## src/kvt_pkg.sv

```systemverilog
`default_nettype none

package kvt_pkg;

    // Default buffer size in bytes; offsets never go past 4095 whatever it is.
    localparam int KVT_BUFFER_BYTES_DEFAULT = 4096;

    localparam int POS_W  = 13;
    localparam int OFS_W  = 12;
    localparam int LINE_W = 16;

    localparam logic [7:0] CH_BLANK = 8'h20;
    localparam logic [7:0] CH_TAB   = 8'h09;
    localparam logic [7:0] CH_EQ    = 8'h3D;
    localparam logic [7:0] CH_EOL   = 8'h0A;
    localparam logic [7:0] CH_QUOTE = 8'h22;
    localparam logic [7:0] CH_NUL   = 8'h00;

    typedef enum logic [2:0] {
        MODE_SKIP,
        MODE_WORD,
        MODE_QFIRST,
        MODE_QBODY
    } scan_mode_t;

    typedef struct packed {
        logic [POS_W-1:0]  byte_position;
        logic [LINE_W-1:0] line_count;
        scan_mode_t        scan_mode;
        logic [OFS_W-1:0]  token_begin;
        logic [LINE_W-1:0] token_line;
        logic              previous_was_quote;
        logic              pending_quote;
        logic [OFS_W-1:0]  saved_key_offset;
        logic [OFS_W-1:0]  saved_key_length;
        logic              expect_value;
        logic              error_seen;
    } kvt_state_t;

    typedef struct packed {
        logic              pair_valid;
        logic [OFS_W-1:0]  key_offset;
        logic [OFS_W-1:0]  key_length;
        logic [OFS_W-1:0]  value_offset;
        logic [OFS_W-1:0]  value_length;
        logic [LINE_W-1:0] line_number;
        logic              buffer_end;
        logic              had_error;
    } kvt_result_t;

    localparam kvt_state_t KVT_STATE_RESET = '{
        byte_position:      '0,
        line_count:         16'd1,
        scan_mode:          MODE_SKIP,
        token_begin:        '0,
        token_line:         16'd1,
        previous_was_quote: 1'b0,
        pending_quote:      1'b0,
        saved_key_offset:   '0,
        saved_key_length:   '0,
        expect_value:       1'b0,
        error_seen:         1'b0
    };

endpackage

`default_nettype wire

```

## src/kvt_step.sv

```systemverilog
`default_nettype none

// Next-state and result logic for one text byte.
module kvt_step
    import kvt_pkg::*;
#(
    parameter int BUFFER_BYTES = KVT_BUFFER_BYTES_DEFAULT
) (
    input  wire kvt_state_t  cur,
    input  wire logic [7:0]  text_byte,
    output kvt_state_t       nxt,
    output kvt_result_t      res,
    output logic             emit
);

    localparam int OFS_LIMIT = (BUFFER_BYTES < 4096) ? BUFFER_BYTES : 4096;
    localparam int OFS_CAP   = OFS_LIMIT - 1;
    localparam logic [POS_W-1:0] LIMIT_P = POS_W'(OFS_LIMIT);
    localparam logic [POS_W-1:0] CAP_P   = POS_W'(OFS_CAP);

    logic [POS_W-1:0] p;
    logic [POS_W-1:0] p_inc;
    logic [POS_W-1:0] p_dec;
    logic [OFS_W-1:0] off;
    logic [OFS_W-1:0] q_begin;
    logic [OFS_W-1:0] close_end;
    logic             overflow;
    logic             do_finish;
    logic             do_start;
    logic             set_error;
    logic             pair;
    logic             buf_end;
    logic [OFS_W-1:0] fin_end;
    logic [OFS_W-1:0] fin_len;

    always_comb
    begin
        overflow  = (cur.byte_position >= LIMIT_P);
        p         = overflow ? LIMIT_P : cur.byte_position;
        off       = (p > CAP_P) ? CAP_P[OFS_W-1:0] : p[OFS_W-1:0];
        p_inc     = p + POS_W'(1);
        q_begin   = (p_inc > CAP_P) ? CAP_P[OFS_W-1:0] : p_inc[OFS_W-1:0];
        p_dec     = (p != '0) ? (p - POS_W'(1)) : '0;
        close_end = (p_dec > CAP_P) ? CAP_P[OFS_W-1:0] : p_dec[OFS_W-1:0];

        nxt       = cur;
        do_finish = 1'b0;
        do_start  = 1'b0;
        set_error = 1'b0;
        fin_end   = off;
        pair      = 1'b0;
        buf_end   = 1'b0;
        res       = '0;

        case (cur.scan_mode)
            MODE_WORD:
            begin
                if (text_byte == CH_BLANK || text_byte == CH_TAB || text_byte == CH_EOL ||
                    text_byte == CH_EQ || text_byte == CH_NUL)
                begin
                    do_finish     = 1'b1;
                    nxt.scan_mode = MODE_SKIP;
                    do_start      = 1'b1;
                end
            end
            MODE_QFIRST:
            begin
                if (text_byte == CH_QUOTE)
                begin
                    do_finish     = 1'b1;
                    fin_end       = cur.token_begin;
                    nxt.scan_mode = MODE_SKIP;
                end
                else if (text_byte == CH_EOL || text_byte == CH_NUL)
                begin
                    set_error     = 1'b1;
                    do_finish     = 1'b1;
                    nxt.scan_mode = MODE_SKIP;
                    do_start      = 1'b1;
                end
                else
                begin
                    nxt.scan_mode          = MODE_QBODY;
                    nxt.previous_was_quote = 1'b0;
                    nxt.pending_quote      = 1'b0;
                end
            end
            MODE_QBODY:
            begin
                if (cur.pending_quote)
                begin
                    nxt.pending_quote = 1'b0;
                    if (text_byte == CH_QUOTE)
                    begin
                        nxt.previous_was_quote = 1'b1;
                    end
                    else
                    begin
                        do_finish              = 1'b1;
                        fin_end                = close_end;
                        nxt.scan_mode          = MODE_SKIP;
                        nxt.previous_was_quote = 1'b0;
                        do_start               = 1'b1;
                    end
                end
                else if (text_byte == CH_QUOTE)
                begin
                    if (!cur.previous_was_quote)
                    begin
                        nxt.pending_quote = 1'b1;
                    end
                end
                else if (text_byte == CH_EOL || text_byte == CH_NUL)
                begin
                    set_error              = 1'b1;
                    do_finish              = 1'b1;
                    nxt.scan_mode          = MODE_SKIP;
                    nxt.previous_was_quote = 1'b0;
                    do_start               = 1'b1;
                end
                else
                begin
                    nxt.previous_was_quote = 1'b0;
                end
            end
            default:
            begin
                nxt.scan_mode = MODE_SKIP;
                do_start      = 1'b1;
            end
        endcase

        // A finished token either completes a pair or becomes the saved key.
        fin_len = (fin_end > cur.token_begin) ? (fin_end - cur.token_begin) : '0;
        if (do_finish)
        begin
            if (cur.expect_value)
            begin
                nxt.expect_value = 1'b0;
                pair             = 1'b1;
                res.pair_valid   = 1'b1;
                res.key_offset   = cur.saved_key_offset;
                res.key_length   = cur.saved_key_length;
                res.value_offset = cur.token_begin;
                res.value_length = fin_len;
                res.line_number  = cur.token_line;
            end
            else
            begin
                nxt.saved_key_offset = cur.token_begin;
                nxt.saved_key_length = fin_len;
            end
        end

        // Skip-mode bytes and non-quote token enders are looked at here.
        if (do_start)
        begin
            if (text_byte == CH_BLANK || text_byte == CH_TAB)
            begin
                nxt.line_count = nxt.line_count;
            end
            else if (text_byte == CH_EOL)
            begin
                if (cur.line_count != {LINE_W{1'b1}})
                begin
                    nxt.line_count = cur.line_count + LINE_W'(1);
                end
            end
            else if (text_byte == CH_EQ)
            begin
                nxt.expect_value = 1'b1;
            end
            else if (text_byte == CH_NUL)
            begin
                buf_end = 1'b1;
            end
            else
            begin
                nxt.token_line = cur.line_count;
                if (text_byte == CH_QUOTE)
                begin
                    nxt.scan_mode   = MODE_QFIRST;
                    nxt.token_begin = q_begin;
                end
                else
                begin
                    nxt.scan_mode   = MODE_WORD;
                    nxt.token_begin = off;
                end
            end
        end

        nxt.error_seen    = cur.error_seen | overflow | set_error;
        nxt.byte_position = (p < LIMIT_P) ? p_inc : LIMIT_P;

        if (buf_end)
        begin
            if (!pair)
            begin
                res.line_number = nxt.line_count;
            end
            res.buffer_end = 1'b1;
            res.had_error  = nxt.error_seen;
            nxt            = KVT_STATE_RESET;
        end

        emit = pair | buf_end;
    end

endmodule

`default_nettype wire

```

## src/keyword_value_pair_tokenizer_core.sv

```systemverilog
// An accepted byte waits in the input register; when the scan step takes it, its result,
// if it makes one, is written to the result register and out_valid rises.
// Throughput: one byte per cycle while the input is not stalled; the whole scan step is one pass of logic between
// the input register and the result register. A byte that makes no result never waits;
// a byte that makes one waits while the held result is not taken, which stalls the input.
// Reset (rst_n low, asynchronous) empties both registers, sets position to 0, line to 1.
`default_nettype none

module keyword_value_pair_tokenizer_core
    import kvt_pkg::*;
#(
    parameter int BUFFER_BYTES = KVT_BUFFER_BYTES_DEFAULT
) (
    input  wire logic              clk,
    input  wire logic              rst_n,

    input  wire logic              in_valid,
    output logic                   in_ready,
    input  wire logic [7:0]        text_byte,

    output logic                   out_valid,
    input  wire logic              out_ready,
    output logic                   pair_valid,
    output logic [OFS_W-1:0]       key_offset,
    output logic [OFS_W-1:0]       key_length,
    output logic [OFS_W-1:0]       value_offset,
    output logic [OFS_W-1:0]       value_length,
    output logic [LINE_W-1:0]      line_number,
    output logic                   buffer_end,
    output logic                   had_error
);

    // Scanner state: position, line count, token bookkeeping and the saved key.
    kvt_state_t  state_reg;
    kvt_state_t  state_next;

    // Input register holds one accepted byte until the scan step consumes it.
    logic        in_vld_reg;
    logic [7:0]  byte_reg;

    // Result register holds one finished transaction for the output side.
    logic        out_vld_reg;
    kvt_result_t res_reg;

    kvt_result_t step_res;
    logic        step_emit;
    logic        step_go;

    kvt_step #(
        .BUFFER_BYTES (BUFFER_BYTES)
    ) u_step (
        .cur       (state_reg),
        .text_byte (byte_reg),
        .nxt       (state_next),
        .res       (step_res),
        .emit      (step_emit)
    );

    // The buffered byte is processed when its result (if it makes one) has a place to go.
    // A byte that makes no result never waits on the output side.
    assign step_go  = in_vld_reg && (!out_vld_reg || out_ready || !step_emit);
    assign in_ready = !in_vld_reg || step_go;

    always_ff @(posedge clk or negedge rst_n)
    begin
        if (!rst_n)
        begin
            state_reg   <= KVT_STATE_RESET;
            in_vld_reg  <= 1'b0;
            out_vld_reg <= 1'b0;
        end
        else
        begin
            if (step_go)
            begin
                state_reg <= state_next;
            end

            if (in_valid && in_ready)
            begin
                in_vld_reg <= 1'b1;
            end
            else if (step_go)
            begin
                in_vld_reg <= 1'b0;
            end

            if (step_go && step_emit)
            begin
                out_vld_reg <= 1'b1;
            end
            else if (out_ready)
            begin
                out_vld_reg <= 1'b0;
            end
        end
    end

    // Payload registers carry no reset; their valid flags guard them.
    always_ff @(posedge clk)
    begin
        if (in_valid && in_ready)
        begin
            byte_reg <= text_byte;
        end
        if (step_go && step_emit)
        begin
            res_reg <= step_res;
        end
    end

    assign out_valid    = out_vld_reg;
    assign pair_valid   = res_reg.pair_valid;
    assign key_offset   = res_reg.key_offset;
    assign key_length   = res_reg.key_length;
    assign value_offset = res_reg.value_offset;
    assign value_length = res_reg.value_length;
    assign line_number  = res_reg.line_number;
    assign buffer_end   = res_reg.buffer_end;
    assign had_error    = res_reg.had_error;

endmodule

`default_nettype wire
```

## config.mk

```make
export PLATFORM = sky130hd
export DESIGN_NAME = keyword_value_pair_tokenizer_core
export DESIGN_NICKNAME = d
export VERILOG_FILES = /design/src/kvt_pkg.sv /design/src/kvt_step.sv /design/src/keyword_value_pair_tokenizer_core.sv
export SDC_FILE = /design/constraint.sdc
export NUM_CORES = 1
export LEC_CHECK = 0
export BUFFER_PORTS_ARGS = -buffer_cell sky130_fd_sc_hd__buf_2
export CORE_MARGIN = 4
export CORE_UTILIZATION = 35
export CTS_BUF_LIST = sky130_fd_sc_hd__clkbuf_16
export CTS_CLUSTER_SIZE = 20
export DETAILED_ROUTE_END_ITERATION = 12
export PLACE_DENSITY = 0.56
export SETUP_SLACK_MARGIN = 0.02
export SYNTH_ARGS = -nofsm -noshare
export SYNTH_HDL_FRONTEND = slang
export SYNTH_SLANG_ARGS = --single-unit
```

## constraint.sdc

```tcl
create_clock -name clk -period 8.61 [get_ports clk]
set_clock_uncertainty 0.05 [all_clocks]
set_input_delay 1.722 -clock clk [delete_from_list [all_inputs] [get_ports clk]]
set_output_delay 1.722 -clock clk [all_outputs]
set_load 0.005 [all_outputs]
```

Word level (Yosys, flattened, before mapping):

Cells that the tools add are included.

* register bits: 165
* input port bits: 12
* output and inout bits: 69
* word-level logic and storage cells: 146

* add/sub/neg operators: 4
* $lt $le $gt $ge: 6
* eq/ne operators: 17
* mux-type cells: 68
* bitwise operators: 3
* reductions and logical operators: 26

Operators with widths (number)
* 31-bit 2-to-1 mux: 4
* 88-bit 2-to-1 mux: 1
* 12-bit 2-to-1 mux: 7
* 16-bit 2-to-1 mux: 5
* 65-bit 2-to-1 mux: 1
* 47-bit 2-to-1 mux: 1
* 13-bit by 12-bit greater-than comparator with 1-bit output (second input constant): 3
* 13-bit 2-to-1 mux: 3
* 1-bit 2-to-1 mux: 26
* 25-bit 2-to-1 mux: 1
* 8-bit by 6-bit == test with 1-bit output (second input constant): 3
* 24-bit 2-to-1 mux: 1
* 12-bit case mux with 2 select lines: 1
* 18-bit 2-to-1 mux: 1
* 3-bit 2-to-1 mux: 6
* 16-bit by 1-bit adder with 16-bit output (second input constant): 1
* 8-bit by 4-bit == test with 1-bit output (second input constant): 2
* 16-bit inequality test (second input constant): 1
* 14-bit 2-to-1 mux: 1
* 13-bit by 1-bit adder with 13-bit output (second input constant): 1
* 13-bit >= comparator (second input constant): 1
* 13-bit less-than comparator (second input constant): 1
* 13-bit nonzero test: 1
* 13-bit by 1-bit subtractor with 13-bit output (second input constant): 1
* 24 further kinds: 50

Logic depth before layout (Yosys ltp):

Gate-level depths: netlist of run 1.

* depth in word-level cells: 18
* gate-level depth with buffers: 21
* mapped depth without buffers: 18

By module:

A second synthesis of run 1 with hierarchy kept.

* cell total of the unflattened synthesis: 1259
* area total of the unflattened synthesis: 11339.6 sq um

Modules (own cells, without submodules)
* keyword_value_pair_tokenizer_core: instances 1, cells an instance 586, area an instance 7257.0 sq um, seq. area each 4506.8 sq um
* kvt_step: instances 1, cells an instance 673, area an instance 4082.7 sq um, seq. area each 0.0 sq um

Worst setup path before layout of run 1:

No wires, ideal clock.

* path type: flip-flop to flip-flop
* from: register byte_reg[3]
* to: register res_reg, in the netlist buffer_end, enable pin
* setup time: 514 ps
* arrival: 5477 ps
* data required time: 8046 ps
* slack: 2569 ps
* cell stages (with the launch flop): 8
* buffers on the path: 2
* clock period less this slack: 6041 ps
* cells stage by stage: edfxtp_1 buf_6 or4b_4 or3_4 a211oi_4 o31ai_4 clkbuf_1 a21oi_1

* cells in the longest elaborated chain, start to end: 13
* elaborated cells on any way between the ends: 30
* classes of those cells: eq/ne (5); mux (14); bitwise (1); reduce/logical (10)

RTL lines
* start: declaration: line keyword_value_pair_tokenizer_core.sv:39 `logic [7:0] byte_reg;`
* start signal: assignment: line keyword_value_pair_tokenizer_core.sv:104 `byte_reg <= text_byte;`
* 8-bit by 6-bit == test with 1-bit output or 8-bit by 4-bit == test with 1-bit output (tied branches): line kvt_step.sv:58, kvt_step.sv:158
* 1-bit logical OR: line kvt_step.sv:58, kvt_step.sv:158
* 1-bit logical OR (2 in series): line kvt_step.sv:58 `if (text_byte == CH_BLANK || text_byte == CH_TAB || text_byte == CH_EOL ||`
* 1-bit logical OR: line kvt_step.sv:59 `text_byte == CH_EQ || text_byte == CH_NUL)`
* 1-bit 2-to-1 mux: line kvt_step.sv:58
* 1-bit case mux with 3 select lines: line kvt_step.sv:55 `case (cur.scan_mode)`
* 1-bit 2-to-1 mux, on equally long branches: line kvt_step.sv:135, kvt_step.sv:156
* 1-bit bitwise OR (*): line kvt_step.sv:207 `emit = pair | buf_end;`
* 1-bit zero test: line keyword_value_pair_tokenizer_core.sv:61 `assign step_go = in_vld_reg && (!out_vld_reg || out_ready || !step_emit);`
* 1-bit logical OR: line keyword_value_pair_tokenizer_core.sv:61
* 1-bit logical AND: line keyword_value_pair_tokenizer_core.sv:61
* 1-bit logical AND (*): line keyword_value_pair_tokenizer_core.sv:106 `if (step_go && step_emit)`
* end signal: assignment: line keyword_value_pair_tokenizer_core.sv:108 `res_reg <= step_res;`
* end: declaration: line keyword_value_pair_tokenizer_core.sv:43 `kvt_result_t res_reg;`

Mark *: on every way between the ends. The rest lies on a longest branch, timed or not.
A chain may end at the register's enable or synchronous reset.

Worst setup path in the final report of run 1:

* from: register byte_reg[3]
* to: output port in_ready

* cells in the longest elaborated chain, start to end: 13
* elaborated cells on any way between the ends: 30
* classes of those cells: eq/ne (5); mux (14); bitwise (1); reduce/logical (10)

RTL lines
* 8-bit by 6-bit == test with 1-bit output or 8-bit by 4-bit == test with 1-bit output (tied branches): line kvt_step.sv:58, kvt_step.sv:158
* 1-bit logical OR: line kvt_step.sv:58, kvt_step.sv:158
* 1-bit logical OR (2 in series): line kvt_step.sv:58
* 1-bit logical OR: line kvt_step.sv:59
* 1-bit 2-to-1 mux: line kvt_step.sv:58
* 1-bit case mux with 3 select lines: line kvt_step.sv:55
* 1-bit 2-to-1 mux, on equally long branches: line kvt_step.sv:135, kvt_step.sv:156
* 1-bit bitwise OR (*): line kvt_step.sv:207
* 1-bit zero test (*): line keyword_value_pair_tokenizer_core.sv:61
* 1-bit logical OR (*): line keyword_value_pair_tokenizer_core.sv:61
* 1-bit logical AND (*): line keyword_value_pair_tokenizer_core.sv:61
* 1-bit logical OR (*): line keyword_value_pair_tokenizer_core.sv:62 `assign in_ready = !in_vld_reg || step_go;`
* end: declaration: line keyword_value_pair_tokenizer_core.sv:18 `output logic in_ready,`

Marked as above.

==> results of run 1 <==
routing by layer:
layer / GRT usage, % / vias up
met5: 0 / -
met2: 28.6 / 300
li1: - / 3787
met1: 26.4 / 3862
met4: 5.96 / 0
met3: 3.22 / 49
synth_stat cells, drive strengths merged, types with 22 or more instances:
| library cell | instances |
|---|---|
| and2 | 22 |
| nand2 | 121 |
| nand3 | 31 |
| nor3 | 37 |
| a21oi | 38 |
| clkbuf | 48 |
| nor2 | 85 |
| inv | 42 |
| edfxtp | 75 |
| dfrtp | 88 |
| o21ai | 53 |
worst register-to-register path, stage by stage (launching register included):
cell	delay, ns
dfrtp_1	0.36
buf_4	0.24
inv_1	0.40
nand2_1	0.23
inv_1	0.19
ha_1	0.28
nand3_1	0.17
or3_1	0.41
a21oi_1	0.24
nor2b_1	0.49
nor2_1	0.10
a221o_1	0.29
ha_1	0.36
o211ai_1	0.12
a21oi_1	0.17
o21ai_0	0.15
a31oi_1	0.34
o211ai_1	0.15
buf_4	0.23
o41ai_1	0.34
final timing paths:
path / endpoint / slack (ns) / cells after the start
setup / recovery: in_ready / 2.96 / 8
min in group asynchronous: state_reg[34]$_DFFE_PN0P_ / 1.19 / 1
hold reg to reg: state_reg[14]$_DFFE_PN0P_ / 0.44 / 1
setup reg to reg: state_reg[12]$_DFFE_PN0P_ / 3.23 / 19
max in group asynchronous: state_reg[5]$_DFFE_PN0P_ / 6.17 / 2
hold / removal: state_reg[14]$_DFFE_PN0P_ / 0.44 / 1
per-stage QoR:
stage / area (sq um) / setup slack (ns) / hold WS (ns) / total power (uW)
after floorplan: 9340 / 2.57 / 0.408 / 1160
after global placement: 9980 / 3.43 / 0.424 / 1270
after detailed placement: 9980 / 3.35 / 0.430 / 1270
after CTS: 10600 / 3.00 / 0.448 / 2030
after global routing: 10600 / 2.71 / 0.457 / 2110
final: 10600 / 2.96 / 0.444 / 2020
power breakdown:
part / switching (uW) / internal (uW) / total (uW) / leakage, uW
registers: 33.1 / 855 / 889 / 0.00187
clock network: 372 / 388 / 760 / 0.000285
logic: 238 / 134 / 372 / 0.00195
total: 643 / 1380 / 2020 / 0.00410
cell families after synthesis:
family                   after synthesis  share of synthesized area, %
buffers and inverters                113                          5.00
multiplexers                           9                          1.04
XOR/XNOR                              17                          1.59
AO/OA/AOI/OAI                        272                          20.9
AND/OR/NAND/NOR                      396                          20.7
adder cells (fa/ha/maj)               18                          2.49
flip-flops                           165                          48.2
placed cells by master (no fill, tap or decap), types with 6 or more instances in the layout:
cell,n
nand2b_1,12
a21o_1,6
and3_1,10
nor3_1,36
nand3_1,31
buf_2,79
a22o_1,16
or3_1,15
nor2b_1,11
a31oi_1,16
nor2_1,84
nor4_1,12
dfrtp_1,88
a21oi_1,36
nand4_1,15
o32ai_1,19
a211oi_1,9
o22ai_1,21
xnor2_1,10
o211ai_1,19
nand2_1,121
clkbuf_16,17
and2_1,21
o41ai_1,6
edfxtp_1,75
inv_1,41
xor2_1,7
o21ai_0,51
o221ai_1,15
ha_1,17
buf_4,13
mux2_2,6
o21a_1,6
final cells by class:
| type | instances | share of cell area, % |
|---|---|---|
| clock buffers | 17 | 4.03 |
| clock inverters | 15 | 1.52 |
| inverters | 44 | 1.59 |
| multi-input cells | 712 | 41.6 |
| flip-flops and latches | 165 | 42.6 |
| well taps | 335 | 3.97 |
| repair buffers | 92 | 4.66 |
==> flow_summary.yaml, run 1 <==
outcome:
  status: "complete, no violations"
placement:
  dpl.cell_count: 1348
  io_buffers: 80
  place_congestion: 0.927
  hpwlAfterDp_mm: 18.8
setup_path:
  critPathTopFamily: "buffers and inverters"
  endpoint_kind: "output pin"
  reg2reg_from: "state_reg[87]$_DFFE_PN0P_"
  cp_max_fo: 50
  slowest_delay_ns: 0.64
  crit_chain: "or4b_4, o21ai_2, nor2_1, o31ai_4, buf_4, inv_4, o211ai_1, buf_2"
  path_buf_inv: 3
  critPathLaunch: "byte_reg[3]$_DFFE_PP_"
  critPathKind: "flop to output pin"
  crit_arrival_ns: 3.87
  crit_path_start_kind: "flop"
  required_ns: 6.84
  cpMaxStageDelayCell: "or4b_4"
synth:
  synth-main-ff-cell: "dfrtp_1"
  synthTopCellsByArea: "edfxtp_1 24%, dfrtp_1 24%, nand2_1 4.9%"
  syn-num-nets: 1020
  syn_area_sq_um: 9340
  syn_area_per_cell_sq_um: 9.44
  yosysWarnings: 0
  synthArstFlopShare_pct: 54.5
  synth-seq-cells: 165
  ys_seq_area_share_pct: 48.2
  synthCells: 990
  ys_types: 82
  yosysTopAreaCellShare_pct: 24.1
  yosysTopAreaCell: "edfxtp_1"
  synth_enable_flop_cells: 75
clocking:
  cts.reportedPaths.clkPinSlew_ns: 0.07
  postCtsResizedCells: 0
  htree_levels: 4
  tritoncts: "yes"
  cts_buffer_depth: 2
  tritoncts.num_buffers: 17
  clk_latency_ns: 0.44
  cts_hold_buffers: 0
  cts_setup_buffers: 0
  clock_sinks: 165
  cts_root_buf: "clkbuf_16"
final_layout:
  largest_reg_flops: 88
  multi_input_area_sq_um: 4400
  drive_above_1_share_pct: 14.9
  area_growth_pct: 13.1
  final_util_pct: 40.4
  fin_cells: 1380
  antenna_cells: 0
  num-nets-final: 1062
  fill_cells: 2616
  seqCellArea_sq_um: 4510
floorplanning:
  die_w_microns: 171
  dieHeight_microns: 171
  boundaryPins: 81
  die-area_sq_um: 29400
  core_area_sq_um: 26100
  start_util_pct: 35.8
  core.rowCount: 59
timing:
  fin_setup_tns_ns: 0
  tightest_slew_ns: 1.14
  setup_viol: 0
  finalCritPeriodShare_pct: 65.6
  final.min_clock_period_ns: 5.65
  grt_setup_unrepaired: "false"
  drv_slew: 0
  fmax_ghz: 0.177
  max_slew_margin_pct: 23.3
  hold_viol: 0
route:
  wl_met3_mm: 1.70
  dr.first_iter.drc_count: 894
  detail-route-antenna-nets: 0
  top_layer: "met4"
  vias_per_cell: 5.80
  met1_length_mm: 12.4
  wl_met2_mm: 12.2
  drcViolationCount: 0
  routed_wl_mm: 26.9
  wl_per_cell_microns: 19.5
  dr.pass1.iters: 5
  vias: 7998
global_route:
  grt_max_degree: 53
  grt_overflow: 0
  grt_pass1_vias: 7444
  track_usage_pct: 18.5
  antenna_found_initial: 0
  grt_pass1_wl_mm: 42.9
run:
  max_cap_viol_count: 0
power_and_ir_drop:
  irDropWorstVdd_mv: 0.119
  pwr_density_cell_nw_per_um2: 191
  p_leak_uw: 0.00410
min_path:
  holdCritPathClass: "flop to flop"
  hp-start: "state_reg[14]$_DFFE_PN0P_"
No activity file was read; power rests on OpenSTA's default activity.
==> run 2, diff against run 1 <==
PLACE_DENSITY = 0.57   (was 0.56)
clock period = 4.9 ns   (was 8.61 ns; I/O delays follow)
==> run 2 against run 1 <==
Clock-buffer cell count stayed put. Total power is 74% higher. Largest power group unchanged. Setup slack got worse by 2.4 ns.
==> flow_summary.yaml, run 2 (synthesis gave the netlist of run 1 again) <==
outcome:
  status: "complete, no violations"
clocking:
  clk_latency_ns: 0.43
  cts.reportedPaths.clkPinSlew_ns: 0.07
  clock_sinks: 165
  htree_levels: 4
  tritoncts: "yes"
  cts_hold_buffers: 0
  tritoncts.num_buffers: 17
  cts_buffer_depth: 2
  cts_root_buf: "clkbuf_16"
floorplanning:
  boundaryPins: 81
  start_util_pct: 35.8
  dieHeight_microns: 171
  core.rowCount: 59
  die_w_microns: 171
  core_area_sq_um: 26100
  die-area_sq_um: 29400
placement:
  place_congestion: 0.895
  placed_cell_area_sq_um: 10000
  dpl.cell_count: 1353
  hpwlAfterDp_mm: 18.3
  io_buffers: 80
global_route:
  grt_pass1_wl_mm: 41.8
  grt_max_degree: 69
  antenna_found_initial: 0
  grt_overflow: 0
  grt_pass1_vias: 7539
  track_usage_pct: 17.8
route:
  routed_wl_mm: 26.0
  detail-route-antenna-nets: 0
  drcViolationCount: 0
  vias: 7943
  vias_per_cell: 5.74
  dr.pass1.iters: 6
  wl_per_cell_microns: 18.8
  dr.first_iter.drc_count: 875
final_layout:
  num-nets-final: 1067
  drive_above_1_share_pct: 15.7
  layout_commonest_cell: "nand2_1"
  antenna_cells: 0
  fill_cells: 2574
  stdcell_area_sq_um: 10600
  fin_cells: 1385
  multi_input_area_sq_um: 4420
  seqCellArea_sq_um: 4510
  largest_reg_flops: 88
  area_growth_pct: 13.6
  final_cell_mix: "121 x nand2_1, 88 x dfrtp_1, 84 x nor2_1"
power_and_ir_drop:
  power_frac_clock_pct: 37.2
  irDropWorstVdd_mv: 0.203
  p_sw_uw: 1110
  pwr_density_cell_nw_per_um2: 332
  seqPwrFrac_pct: 44.5
  p_sw_share_pct: 31.5
  p_comb_share_pct: 18.3
  power_uw: 3520
  p_leak_uw: 0.00414
  internal_power_uw: 2410
timing:
  tightest_slew_ns: 1.09
  drv_slew: 0
  hold_viol: 0
  max_slew_margin_pct: 26.9
  hold_slack_ns: 0.442
  grt_setup_unrepaired: "false"
  finalCritPeriodShare_pct: 88.8
  fin_setup_tns_ns: 0
  final.min_clock_period_ns: 4.35
  fmax_ghz: 0.230
  setup_viol: 0
setup_path:
  critPathKind: "flop to output pin"
  required_ns: 3.87
  cp_max_fo: 50
  crit_arrival_ns: 3.32
  endpoint_kind: "output pin"
  crit_path_start_kind: "flop"
min_path:
  holdCritPathClass: "flop to flop"
run:
  max_cap_viol_count: 0
-- run 2: worst paths after layout --
check | from | end | slack [ns] | cells past startpoint
hold / removal | state_reg[16]$_DFFE_PN0P_ | state_reg[16]$_DFFE_PN0P_ | 0.44 | 1
setup reg to reg | state_reg[87]$_DFFE_PN0P_ | value_length[10]$_SDFFCE_PN0P_ | 0.56 | 18
max in group asynchronous | rst_n | state_reg[39]$_DFFE_PN0P_ | 3.27 | 2
hold reg to reg | state_reg[16]$_DFFE_PN0P_ | state_reg[16]$_DFFE_PN0P_ | 0.44 | 1
setup / recovery | byte_reg[3]$_DFFE_PP_ | in_ready | 0.55 | 7
min in group asynchronous | rst_n | state_reg[34]$_DFFE_PN0P_ | 0.62 | 1
-- run 2: cell type report --
cell class,count,share of cell area [%]
timing repair buffer,97,5.11
clock buffer,17,4.01
clock inverter,15,1.27
tap,335,3.95
sequential,165,42.4
inverter,44,1.58
multi-input combinational,712,41.6
-- run 2: power by group through the flow --
stage / Combinational, uW / Sequential (uW) / Clock [uW]
after floorplan: 479 / 1560 / 0
after global placement: 639 / 1590 / 0
after detailed placement: 635 / 1590 / 0
after CTS: 640 / 1570 / 1340
after global routing: 718 / 1580 / 1410
final: 645 / 1570 / 1310
-- run 2: metrics by stage --
stage | utilization [%] | worst slack (ns)
2_1_floorplan | - | 0.263
3_3_place_gp | 38.4 | 0.369
3_5_place_dp | 38.4 | 0.272
4_1_cts | 40.5 | 0.253
5_1_grt | 40.6 | 0.0608
6_report | 40.6 | 0.547
-- run 2: timing repair --
action	4_1_cts	5_1_grt
buffers inserted	0	0
gates resized for setup	0	6
hold endpoints to repair	0	0
endpoints found under the setup margin	0	24
-- run 2: worst max-delay path: stages (launching register included) --
cell,delay [ns]
edfxtp_1,0.50
or4b_4,0.63
o21ai_2,0.39
nor2_1,0.23
o31ai_4,0.34
inv_4,0.24
o211ai_1,0.36
buf_2,0.18
-- run 2: routing by layer --
| metal | track usage [%] | up-vias | part of all wire [%] |
|---|---|---|---|
| li1 | - | 3795 | - |
| met1 | 25.3 | 3840 | 46 |
| met2 | 27.9 | 275 | 45 |
| met3 | 3.24 | 33 | 6.1 |
| met4 | 5.34 | 0 | 2.2 |
| met5 | 0 | - | 0 |
==> run 3, diff against run 2 <==
CELL_PAD_IN_SITES_DETAIL_PLACEMENT = 1   (was default)
CELL_PAD_IN_SITES_GLOBAL_PLACEMENT = 1   (was default)
CORE_ASPECT_RATIO = 0.6   (was default)
MAX_ROUTING_LAYER = met4   (was default)
PLACE_DENSITY = 0.69   (was 0.57)
==> run 3 against run 2 <==
Sequential share of layout area fell by 0.65 points. Setup slack got worse by 0.20 ns. Flip-flop and latch count unchanged. Non-clock buffer count increased by 20. First-iteration DRC count down 1.5%.
==> flow_summary.yaml, run 3 (synthesis gave the netlist of run 1 again) <==
power_and_ir_drop:
  irDropWorstVdd_mv: 0.160
  power_uw: 3610
  pwr_density_cell_nw_per_um2: 334
  p_leak_uw: 0.00424
clocking:
  clk_latency_ns: 0.45
  tritoncts: "yes"
  clock_sinks: 165
  tritoncts.num_buffers: 17
  cts.reportedPaths.clkPinSlew_ns: 0.07
  cts_root_buf: "clkbuf_16"
  cts_buffer_depth: 2
  htree_levels: 4
floorplanning:
  core_area_sq_um: 25800
  dieHeight_microns: 135
  core.rowCount: 45
  die-area_sq_um: 29500
  start_util_pct: 36.2
  die_w_microns: 219
  boundaryPins: 81
global_route:
  antenna_found_initial: 1
  grt_overflow: 0
  track_usage_pct: 23.6
  grt_pass1_vias: 8207
  grt_pass1_wl_mm: 51.6
  grt_max_degree: 73
placement:
  hpwlAfterDp_mm: 23.7
  io_buffers: 80
  placed_cell_area_sq_um: 10200
  place_congestion: 0.982
timing:
  hold_viol: 0
  fin_setup_tns_ns: 0
  tightest_slew_ns: 1.15
  final.min_clock_period_ns: 4.55
  setup_viol: 0
  drv_slew: 0
  grt_setup_unrepaired: "false"
  finalCritPeriodShare_pct: 92.8
  max_slew_margin_pct: 22.8
  fmax_ghz: 0.220
final_layout:
  largest_reg_flops: 88
  layout_commonest_cell: "nand2_1"
  final_util_pct: 41.8
  antenna_cells: 0
  drive_above_1_share_pct: 17.4
  area_growth_pct: 15.4
  num-nets-final: 1087
  fill_cells: 2977
  stdcell_area_sq_um: 10800
  final_cell_mix: "120 x nand2_1, 88 x dfrtp_1, 84 x nor2_1"
outcome:
  status: "complete, no violations"
setup_path:
  critPathKind: "flop to flop"
  crit_path_start_kind: "flop"
  endpoint_kind: "flop"
  crit_arrival_ns: 4.82
  rr_worst_depth: 14
  r2r-end: "state_reg[12]$_DFFE_PN0P_"
  required_ns: 5.17
  cp_max_fo: 24
  r2r_setup_slack_ns: 0.35
  reg2reg_from: "byte_reg[3]$_DFFE_PP_"
run:
  max_cap_viol_count: 0
route:
  dr.first_iter.drc_count: 862
  routed_wl_mm: 32.9
  vias_per_cell: 5.89
  detail-route-antenna-nets: 0
  wl_per_cell_microns: 23.2
  dr.pass1.iters: 5
  drcViolationCount: 0
  vias: 8374
min_path:
  hp-start: "state_reg[20]$_DFFE_PN0P_"
  holdCritPathClass: "flop to flop"
  min_to: "state_reg[20]$_DFFE_PN0P_"
  whs_path_depth: 1
run 3: cell types whose count changed in the layout (fill, tap and decap cells not counted), sizes merged:
cell	before	now
inv	51	48
clkinv	7	11
clkinvlp	1	0
buf	97	117
run 3: worst max-delay path, stage by stage, from the launching register on:
cell,delay [ns]
edfxtp_1,0.53
or4b_4,0.64
o221a_2,0.38
o21ai_0,0.12
a21oi_1,0.13
nor2b_1,0.20
o221a_2,0.27
fa_1,0.44
nand2b_1,0.19
a21oi_1,0.22
o21ai_0,0.20
a31oi_2,0.27
o211ai_1,0.13
buf_4,0.23
o41ai_1,0.42
run 3: worst max-delay path by stage:
| stage | start | to | cells after the start |
|---|---|---|---|
| detailed placement | state_reg[87]$_DFFE_PN0P_ | state_reg[12]$_DFFE_PN0P_ | 18 |
| CTS | state_reg[87]$_DFFE_PN0P_ | state_reg[12]$_DFFE_PN0P_ | 18 |
| global route | state_reg[87]$_DFFE_PN0P_ | state_reg[12]$_DFFE_PN0P_ | 17 |
| finish | byte_reg[3]$_DFFE_PP_ | state_reg[12]$_DFFE_PN0P_ | 14 |
| floorplan | state_reg[87]$_DFFE_PN0P_ | value_length[10]$_SDFFCE_PN0P_ | 21 |
| global placement | state_reg[87]$_DFFE_PN0P_ | state_reg[12]$_DFFE_PN0P_ | 18 |
run 3: final cells by class:
type	instances	area [sq um]	area share, %
Clock inverter	15	124	1.15
Inverter	44	168	1.55
Timing Repair Buffer	117	681	6.31
Sequential cell	165	4510	41.8
Tap cell	352	440	4.08
Clock buffer	17	425	3.94
Multi-Input combinational cell	712	4440	41.2
run 3: repair_timing:
| item | in CTS | in global routing |
|---|---|---|
| resized for setup | 0 | 8 |
| hold buffers | 0 | 0 |
| buffers inserted | 0 | 3 |
| endpoints found under the setup margin | 0 | 24 |
| hold endpoints to repair | 0 | 0 |
run 3: metrics by stage:
stage	cells	setup slack [ns]	hold slack, ns
final	1422	0.351	0.444
after global routing	1422	0.0621	0.480
after CTS	1419	0.0366	0.451
after detailed placement	1387	0.131	0.426
after global placement	1387	0.408	0.430
after floorplan	990	0.263	0.408
run 3: layer usage:
layer	up-vias	share of wire (%)	track usage (%)
met5	-	0	-
met4	0	1.0	5.51
met3	25	9.6	7.02
met2	321	38	28.7
met1	4207	52	37.2
li1	3821	-	-
run 3: power breakdown:
part / internal, uW / total (uW) / leakage, uW / switching [uW]
Combinational: 253 / 736 / 0.00209 / 483
Clock: 663 / 1300 / 0.000274 / 635
Sequential: 1500 / 1570 / 0.00187 / 69.4
